<file path="src/rtl/c8ic_pkg.sv">
// Shared types, constants and a helper function for the CHIP-8 instruction core.
package c8ic_pkg;

    localparam int MEM_BYTES_DEF   = 4096;
    localparam int STACK_DEPTH_DEF = 16;
    localparam int DISP_W          = 64;
    localparam int DISP_H          = 32;
    localparam int FONT_BYTES      = 80;

    localparam logic [11:0] PC_RESET    = 12'h200;
    localparam logic [7:0]  TIMER_RESET = 8'd60;

    localparam logic [7:0] FONT [FONT_BYTES] = '{
        8'hF0, 8'h90, 8'h90, 8'h90, 8'hF0, 8'h20, 8'h60, 8'h20, 8'h20, 8'h70,
        8'hF0, 8'h10, 8'hF0, 8'h80, 8'hF0, 8'hF0, 8'h10, 8'hF0, 8'h10, 8'hF0,
        8'h90, 8'h90, 8'hF0, 8'h10, 8'h10, 8'hF0, 8'h80, 8'hF0, 8'h10, 8'hF0,
        8'hF0, 8'h80, 8'hF0, 8'h90, 8'hF0, 8'hF0, 8'h10, 8'h20, 8'h40, 8'h40,
        8'hF0, 8'h90, 8'hF0, 8'h90, 8'hF0, 8'hF0, 8'h90, 8'hF0, 8'h10, 8'hF0,
        8'hF0, 8'h90, 8'hF0, 8'h90, 8'h90, 8'hE0, 8'h90, 8'hE0, 8'h90, 8'hE0,
        8'hF0, 8'h80, 8'h80, 8'h80, 8'hF0, 8'hE0, 8'h90, 8'h90, 8'h90, 8'hE0,
        8'hF0, 8'h80, 8'hF0, 8'h80, 8'hF0, 8'hF0, 8'h80, 8'hF0, 8'h80, 8'h80
    };

    localparam logic [1:0] MODE_LOAD  = 2'd0;
    localparam logic [1:0] MODE_EXEC  = 2'd1;
    localparam logic [1:0] MODE_PIXEL = 2'd2;
    localparam logic [1:0] MODE_READ  = 2'd3;

    // datapath micro-operations
    localparam logic [4:0] U_NOP       = 5'd0;
    localparam logic [4:0] U_SWEEP     = 5'd1;
    localparam logic [4:0] U_CAPTURE   = 5'd2;
    localparam logic [4:0] U_MOD       = 5'd3;
    localparam logic [4:0] U_MEM_WR_IN = 5'd4;
    localparam logic [4:0] U_MEM_RD    = 5'd5;
    localparam logic [4:0] U_RV_MEM    = 5'd6;
    localparam logic [4:0] U_FB_PIX    = 5'd7;
    localparam logic [4:0] U_RV_PIX    = 5'd8;
    localparam logic [4:0] U_OP_HI     = 5'd9;
    localparam logic [4:0] U_OP_LO     = 5'd10;
    localparam logic [4:0] U_VRD_Y     = 5'd11;
    localparam logic [4:0] U_VRD_0     = 5'd12;
    localparam logic [4:0] U_EXEC      = 5'd13;
    localparam logic [4:0] U_CLR_RD    = 5'd14;
    localparam logic [4:0] U_CLR_WR    = 5'd15;
    localparam logic [4:0] U_DRW_RD    = 5'd16;
    localparam logic [4:0] U_DRW_XOR   = 5'd17;
    localparam logic [4:0] U_WR_F      = 5'd18;
    localparam logic [4:0] U_BCD_WR    = 5'd19;
    localparam logic [4:0] U_RET       = 5'd20;
    localparam logic [4:0] U_FIN       = 5'd21;
    localparam logic [4:0] U_OUT       = 5'd22;

    // address reduction source
    localparam logic [1:0] MS_ADDR = 2'd0;
    localparam logic [1:0] MS_PC   = 2'd1;
    localparam logic [1:0] MS_IDX  = 2'd2;

    typedef struct packed {
        logic [1:0]  mode;
        logic [11:0] address;
        logic [7:0]  data_byte;
        logic [15:0] key_state;
        logic [7:0]  random_byte;
    } item_t;

    typedef struct packed {
        logic [11:0] pc_now;
        logic [15:0] opcode_now;
        logic        display_changed;
        logic        sound_on;
        logic        bad_opcode;
        logic [7:0]  read_value;
    } result_t;

    typedef struct packed {
        logic [4:0] uop;
        logic [1:0] mod_sel;
    } cmd_t;

    typedef struct packed {
        logic [1:0]  mode;
        logic [15:0] op;
        logic [4:0]  cnt;
        logic        mod_busy;
        logic        sweep_last;
        logic        out_full;
        logic        sp_empty;
    } stat_t;

    // decimal digit of v: sel 0 hundreds, 1 tens, 2 units
    function automatic logic [7:0] bcd_digit(input logic [7:0] v, input logic [1:0] sel);
        logic [13:0] ph;
        logic [1:0]  h;
        logic [6:0]  r;
        logic [14:0] pt;
        logic [3:0]  t;
        logic [3:0]  o;
        ph = 14'(v) * 14'd41;
        h  = ph[13:12];
        r  = 7'(v - 8'(h) * 8'd100);
        pt = 15'(r) * 15'd205;
        t  = pt[14:11];
        o  = 4'(r - 7'(t) * 7'd10);
        case (sel)
            2'd0:    bcd_digit = 8'(h);
            2'd1:    bcd_digit = 8'(t);
            default: bcd_digit = 8'(o);
        endcase
    endfunction

endpackage

</file>
<file path="src/rtl/c8ic_ctrl.sv">
// Controller state machine sequencing the datapath for each transfer.
module c8ic_ctrl
    import c8ic_pkg::*;
(
    input  logic  clk,
    input  logic  rst_n,
    input  logic  item_valid,
    output logic  item_ready,
    input  stat_t stat,
    output cmd_t  cmd
);

    localparam logic [4:0] S_INIT   = 5'd0;
    localparam logic [4:0] S_IDLE   = 5'd1;
    localparam logic [4:0] S_DISP   = 5'd2;
    localparam logic [4:0] S_AMW    = 5'd3;
    localparam logic [4:0] S_RDW    = 5'd4;
    localparam logic [4:0] S_PIXW   = 5'd5;
    localparam logic [4:0] S_FW     = 5'd6;
    localparam logic [4:0] S_FHI    = 5'd7;
    localparam logic [4:0] S_FLM    = 5'd8;
    localparam logic [4:0] S_FLW    = 5'd9;
    localparam logic [4:0] S_FLO    = 5'd10;
    localparam logic [4:0] S_RVY    = 5'd11;
    localparam logic [4:0] S_RV0    = 5'd12;
    localparam logic [4:0] S_EXEC   = 5'd13;
    localparam logic [4:0] S_CLR_RD = 5'd14;
    localparam logic [4:0] S_CLR_WR = 5'd15;
    localparam logic [4:0] S_DRW_M  = 5'd16;
    localparam logic [4:0] S_DRW_W  = 5'd17;
    localparam logic [4:0] S_DRW_X  = 5'd18;
    localparam logic [4:0] S_WRF    = 5'd19;
    localparam logic [4:0] S_BCD_M  = 5'd20;
    localparam logic [4:0] S_BCD_W  = 5'd21;
    localparam logic [4:0] S_RET    = 5'd22;
    localparam logic [4:0] S_FIN    = 5'd23;
    localparam logic [4:0] S_DONE   = 5'd24;

    logic [4:0] state_reg, state_next;
    logic [3:0] hi, n;
    logic [7:0] nn;

    assign hi = stat.op[15:12];
    assign n  = stat.op[3:0];
    assign nn = stat.op[7:0];

    always_comb
    begin
        state_next  = state_reg;
        cmd.uop     = U_NOP;
        cmd.mod_sel = MS_ADDR;
        item_ready  = 1'b0;
        case (state_reg)
            S_INIT:
            begin
                cmd.uop = U_SWEEP;
                if (stat.sweep_last)
                    state_next = S_IDLE;
            end
            S_IDLE:
            begin
                item_ready = 1'b1;
                if (item_valid)
                begin
                    cmd.uop    = U_CAPTURE;
                    state_next = S_DISP;
                end
            end
            S_DISP:
            begin
                case (stat.mode)
                    MODE_PIXEL:
                    begin
                        cmd.uop    = U_FB_PIX;
                        state_next = S_PIXW;
                    end
                    MODE_EXEC:
                    begin
                        cmd.uop     = U_MOD;
                        cmd.mod_sel = MS_PC;
                        state_next  = S_FW;
                    end
                    default:
                    begin
                        cmd.uop    = U_MOD;
                        state_next = S_AMW;
                    end
                endcase
            end
            S_AMW:
            begin
                if (!stat.mod_busy)
                begin
                    if (stat.mode == MODE_LOAD)
                    begin
                        cmd.uop    = U_MEM_WR_IN;
                        state_next = S_DONE;
                    end
                    else
                    begin
                        cmd.uop    = U_MEM_RD;
                        state_next = S_RDW;
                    end
                end
            end
            S_RDW:
            begin
                cmd.uop    = U_RV_MEM;
                state_next = S_DONE;
            end
            S_PIXW:
            begin
                cmd.uop    = U_RV_PIX;
                state_next = S_DONE;
            end
            S_FW:
            begin
                if (!stat.mod_busy)
                begin
                    cmd.uop    = U_MEM_RD;
                    state_next = S_FHI;
                end
            end
            S_FHI:
            begin
                cmd.uop    = U_OP_HI;
                state_next = S_FLM;
            end
            S_FLM:
            begin
                cmd.uop     = U_MOD;
                cmd.mod_sel = MS_PC;
                state_next  = S_FLW;
            end
            S_FLW:
            begin
                if (!stat.mod_busy)
                begin
                    cmd.uop    = U_MEM_RD;
                    state_next = S_FLO;
                end
            end
            S_FLO:
            begin
                cmd.uop    = U_OP_LO;
                state_next = S_RVY;
            end
            S_RVY:
            begin
                cmd.uop    = U_VRD_Y;
                state_next = S_RV0;
            end
            S_RV0:
            begin
                cmd.uop    = U_VRD_0;
                state_next = S_EXEC;
            end
            S_EXEC:
            begin
                cmd.uop = U_EXEC;
                if (stat.op == 16'h00E0)
                    state_next = S_CLR_RD;
                else if ((stat.op == 16'h00EE) && !stat.sp_empty)
                    state_next = S_RET;
                else if (hi == 4'hD)
                    state_next = S_DRW_M;
                else if ((hi == 4'hF) && (nn == 8'h33))
                    state_next = S_BCD_M;
                else if ((hi == 4'h8) && (n inside {4'h4, 4'h5, 4'h6, 4'h7, 4'hE}))
                    state_next = S_WRF;
                else
                    state_next = S_FIN;
            end
            S_CLR_RD:
            begin
                cmd.uop    = U_CLR_RD;
                state_next = S_CLR_WR;
            end
            S_CLR_WR:
            begin
                cmd.uop    = U_CLR_WR;
                state_next = (stat.cnt == 5'd31) ? S_FIN : S_CLR_RD;
            end
            S_DRW_M:
            begin
                if (stat.cnt == {1'b0, n})
                begin
                    state_next = S_WRF;
                end
                else
                begin
                    cmd.uop     = U_MOD;
                    cmd.mod_sel = MS_IDX;
                    state_next  = S_DRW_W;
                end
            end
            S_DRW_W:
            begin
                if (!stat.mod_busy)
                begin
                    cmd.uop    = U_DRW_RD;
                    state_next = S_DRW_X;
                end
            end
            S_DRW_X:
            begin
                cmd.uop    = U_DRW_XOR;
                state_next = S_DRW_M;
            end
            S_WRF:
            begin
                cmd.uop    = U_WR_F;
                state_next = S_FIN;
            end
            S_BCD_M:
            begin
                cmd.uop     = U_MOD;
                cmd.mod_sel = MS_IDX;
                state_next  = S_BCD_W;
            end
            S_BCD_W:
            begin
                if (!stat.mod_busy)
                begin
                    cmd.uop    = U_BCD_WR;
                    state_next = (stat.cnt == 5'd2) ? S_FIN : S_BCD_M;
                end
            end
            S_RET:
            begin
                cmd.uop    = U_RET;
                state_next = S_FIN;
            end
            S_FIN:
            begin
                cmd.uop    = U_FIN;
                state_next = S_DONE;
            end
            S_DONE:
            begin
                if (!stat.out_full)
                begin
                    cmd.uop    = U_OUT;
                    state_next = S_IDLE;
                end
            end
            default: state_next = S_IDLE;
        endcase
    end

    always_ff @(posedge clk or negedge rst_n)
    begin
        if (!rst_n)
            state_reg <= S_INIT;
        else
            state_reg <= state_next;
    end

endmodule

</file>
<file path="config.mk">
export PLATFORM = sky130hd
export DESIGN_NAME = c8ic_ctrl
export DESIGN_NICKNAME = d
export VERILOG_FILES = /design/src/rtl/c8ic_pkg.sv /design/src/rtl/c8ic_ctrl.sv
export SDC_FILE = /design/constraint.sdc
export NUM_CORES = 1
export LEC_CHECK = 0
export BUFFER_PORTS_ARGS = -buffer_cell sky130_fd_sc_hd__buf_2
export CORE_MARGIN = 2
export CORE_UTILIZATION = 53
export CTS_BUF_LIST = sky130_fd_sc_hd__clkbuf_16
export DETAILED_ROUTE_END_ITERATION = 8
export PLACE_DENSITY = 0.81
export SLEW_MARGIN = 20
export SYNTH_ARGS = -nofsm -noshare
export SYNTH_HDL_FRONTEND = slang
export SYNTH_SLANG_ARGS = --single-unit
export TNS_END_PERCENT = 50
</file>
<file path="constraint.sdc">
create_clock -name clk -period 2.2 [get_ports clk]
set_clock_uncertainty 0.05 [all_clocks]
set_input_delay 0.44 -clock clk [delete_from_list [all_inputs] [get_ports clk]]
set_output_delay 0.44 -clock clk [all_outputs]
set_load 0.01 [all_outputs]
</file>
# Word-level counts from Yosys, hierarchy flattened
# Index checks and enable logic that the tools add are counted.
word_totals:
  reg_bits: 5
  in_bits: 30
  out_inout_bits: 8
  word_cells: 93
classes:
  eq_ne: 48
  muxes: 32
  reduce_logical: 12
ops:
  columns: ["op", "n"]
  rows:
  - ["one-hot mux 5 bit (23 select lines)", 1]
  - ["one-hot mux 5 bit (22 select lines)", 1]
  - ["two-way mux 5 bit", 14]
  - ["== test 5 bit (second input constant)", 10]
  - ["== test 5 x 4 -> 1 bit (second input constant)", 8]
  - ["== test 16 x 8 -> 1 bit (second input constant)", 2]
  - ["two-way mux 3 bit", 7]
  - ["== test 5 x 3 -> 1 bit (second input constant)", 4]
  - ["== test 4 x 3 -> 1 bit (second input constant)", 4]
  - ["== test 4 bit (second input constant)", 4]
  - ["inequality test 2 bit (second input constant)", 8]
  - ["== test 5 x 2 -> 1 bit (second input constant)", 3]
  - ["== test 8 x 6 -> 1 bit (second input constant)", 1]
  - ["one-hot mux 2 bit (4 select lines)", 1]
  - ["AND reduction 8 bit", 1]
  - ["two-way mux 2 bit", 3]
  - ["one-hot mux 3 bit (2 select lines)", 1]
  - ["OR reduction 2 bit", 3]
  - ["== test 5 x 1 -> 1 bit (second input constant)", 1]
  - ["== test 5 x 4 -> 1 bit", 1]
  - ["logical NOT 5 bit", 1]
  - ["nonzero test 5 bit", 1]
  - ["two-way mux 4 bit", 1]
  - ["logical AND 1 bit", 3]
  - ["6 further kinds", 8]

# Depth between registers and ports, before layout
logic_depth:
  ltp_word: 9
  mapped_depth: 7
  mapped_depth_nobuf: 7

# Worst setup path before layout
# OpenSTA, ideal clock, no wires.
synth_timing:
  path_kind: "reg-to-output"
  startpoint: "reg state_reg[3]"
  endpoint: "out cmd[3] (netlist name)"
  arrival_time_ns: 1.410
  required_time_ns: 1.710
  path_slack_ns: 0.300
  path_stages_with_launch: 7
  n_path_buf: 1
  path_cell_list: "dfrtp_1 > buf_2 > nand2b_4 > or3b_1 > a21oi_1 > nor3_1 > o21ai_1"
synth_rtl:
  columns: ["item", "line", "text"]
  rows:
  - ["start, declared", "c8ic_ctrl.sv:39", "logic [4:0] state_reg, state_next;"]
  - ["start signal, assigned", "c8ic_ctrl.sv:256", "state_reg <= state_next;"]
  - ["end, declared", "c8ic_ctrl.sv:10", "output cmd_t cmd"]

==> results.ini <==
[synthesis]
ys_ff_latch = 5
synth_area_um2 = 1310
synth_cell_types = 51
syn-num-nets = 228
synth_flop_cell = dfrtp_1
synth-edff-count = 0
async_flop_share_pct = 100
ys_warn_count = 0
yosysSeqAreaShare_pct = 9.57
synth_cells = 193
syn_avg_cell_area_um2 = 6.77

[floorplan]
io-pin-count = 38
placementRows = 17
dieWidth_um = 53.7
die_y_um = 53.7
dieArea_um2 = 2880
start_util_pct = 57.4
core_um2 = 2280

[layout]
instances_no_fill = 265
n_antenna_cell = 0
largest_reg_flops = 5
area_growth_pct = 31.8
nets = 273
drive_gt1_share_pct = 29.5

[critical_path]
path_buf_inv = 2
rrSetupSlack_ns = 0.30
crit_family = flip-flops
max_stage_delay_ns = 0.41
critPathLaunch = state_reg[3]$_DFFE_PN0P_
critical_path_class = reg -> out
crit_arrival_ns = 1.67
crit_path_max_fanout = 18
required_ns = 1.71
r2r-start = state_reg[2]$_DFFE_PN0P_
crit_slowest_cell = dfrtp_1
crit_path_end_kind = output port
ff2ff_path_depth = 6
start_kind = flip-flop
crit_chain = buf_6, nor2b_1, nand2_1, a31oi_2, nor3_2, o211ai_1, buf_2
r2r_end = state_reg[2]$_DFFE_PN0P_

[route]
vias = 1789
drt-total-wl_um = 4520
drc = 0
highest_layer = met4
wl_per_cell_um = 17.1
ant_nets = 0
wl_met1_um = 1760
route.met2.wl_um = 2110
drtIter0Drc = 111
via_per_inst = 6.75
wl_met3_um = 463
dr.pass1.iters = 5

[placement]
dp_cells = 257
dp_hpwl_um = 3340
port-buffer-count = 37
place_congestion = 0.958

[power]
p_per_area_nw_per_um2 = 1280
leakage_nw = 0.748
p_total_w = 0.00220
ir_worst_vdd_uv = 1460

[timing]
maxSlewViolCount = 0
hold_viol = 0
period_minus_slack_ns = 2.16
holdWs_ns = 0.505
setup_viol = 0
rsz0062_at_grt = yes
fmax_mhz = 463
tightest_slew_ns = 0.517
max_slew_margin_pct = 64.6
finalCritPeriodShare_pct = 98.1

[cts]
cts_buffer_depth = 2
cts-root-buf = clkbuf_16
cts_inserted_buffers = 3
cts_max_level = 1
cts_sinks = 5
tritoncts = built
clk_pin_slew_ns = 0.03
insertion_delay_ns = 0.23

[global_route]
antenna_found_initial = 0
grt_pass1_vias = 1656
overflow = 0
grt_max_degree = 19
grt_pass1_wl_um = 7560
grt.total_usage_pct = 35.6

[run]
drv_cap = 0

[outcome]
outcome = completed

[hold_path]
hold_class = in -> async

[synth_stat cells, types with 3 or more instances]
master	instances	share of area, %
o21ai_0	8	3.1
nand2_1	14	4.0
nand3_1	5	1.9
inv_1	8	2.3
buf_2	9	3.4
mux2i_1	3	2.3
a211oi_1	3	1.7
ha_1	5	4.8
nand4_1	3	1.4
a21oi_1	17	6.5
buf_4	3	1.7
nor3_1	7	2.7
nor3b_1	4	2.3
dfrtp_1	5	9.6
nor2b_1	8	3.8
and2_1	5	2.4
o21a_1	3	1.7
nand4b_1	3	2.0
and3_1	5	2.4
nor4_1	5	2.4
a32oi_1	4	2.7
a31oi_1	5	2.4
xor2_1	4	2.7
nand2b_1	6	2.9
nor2_1	16	4.6
[layer usage]
layer | global-route usage [%] | up-vias
met5 | 0 | -
met4 | 17.9 | 0
met3 | 8.06 | 26
met2 | 56.7 | 148
met1 | 44.5 | 805
li1 | - | 810
[cell type report]
type                    instances  area, um2
multi-input cells             164       1100
fillers                       169        553
repair buffers                 56        349
flip-flops and latches          5        128
clock buffers                   3       75.1
well taps                      28       35.0
inverters                       8       30.0
clock inverters                 1       3.75
[power breakdown]
group | total (W) | switching [W] | leakage [nW] | internal, W
Clock | 0.000295 | 0.0000601 | 0.0423 | 0.000235
Sequential | 0.000198 | 0.0000578 | 0.0598 | 0.000140
Combinational | 0.00171 | 0.000978 | 0.646 | 0.000728
Total | 0.00220 | 0.00110 | 0.748 | 0.00110
[cells by family (layout without fill, tap and decap cells)]
logic type	after synthesis	count (layout)	synth area share, %
AOI/OAI and AO/OA	60	60	30.2
xor gates and xnor gates	6	6	4.02
adders and majority gates	5	5	4.78
buffers and inverters	24	68	9.76
DFF	5	5	9.57
muxes	3	3	2.30
and+or+nand+nor	90	90	39.3
[worst reg2reg max path, cell delays in order, from the launching register on]
cell	delay, ns
dfrtp_2	0.46
buf_4	0.26
nand2b_1	0.21
o221ai_1	0.17
and2_1	0.19
nor2_1	0.25
mux2i_1	0.24
[cell usage in the layout, fill, tap and decap left out, drive strengths merged, types with 4 or more instances in the layout]
| cell type | count |
|---|---|
| nor3 | 7 |
| nand2 | 14 |
| a31oi | 5 |
| nor2 | 16 |
| nor4 | 5 |
| and3 | 5 |
| buf | 55 |
| nor2b | 9 |
| inv | 9 |
| nor3b | 4 |
| a32oi | 4 |
| nand2b | 7 |
| and2 | 5 |
| a21oi | 17 |
| nand3 | 5 |
| o21ai | 10 |
| xor2 | 4 |
| ha | 5 |
| dfrtp | 5 |
[what timing repair did]
action                                 in CTS  in global routing
pin swaps                                   0                  4
hold buffers                                1                  0
setup endpoints to repair                   2                  3
gates resized for setup                     4                 12
buffers inserted                            0                  3
endpoints found under the hold margin       5                  0
[how the worst max path moves through the flow]
stage,endpoint,slack (ns),cells after the start
5_1_grt,cmd[3],-0.003,6
3_3_place_gp,cmd[2],0.05,7
2_1_floorplan,cmd[3],0.30,6
4_1_cts,cmd[4],0.02,6
6_report,cmd[2],0.04,7
3_5_place_dp,cmd[2],0.03,7
[through the flow]
step	setup WS (ns)	utilization, %	area [um2]	TNS [ns]
global placement	0.0536	67.8	1540	0
floorplan	0.300	-	1310	0
global route	-0.00268	75.7	1720	-0.00320
finish	0.0418	75.7	1720	0
detailed placement	0.0324	67.8	1540	0
CTS	0.0153	72.6	1650	0
Note: power is estimated with default switching activity, not from simulation.
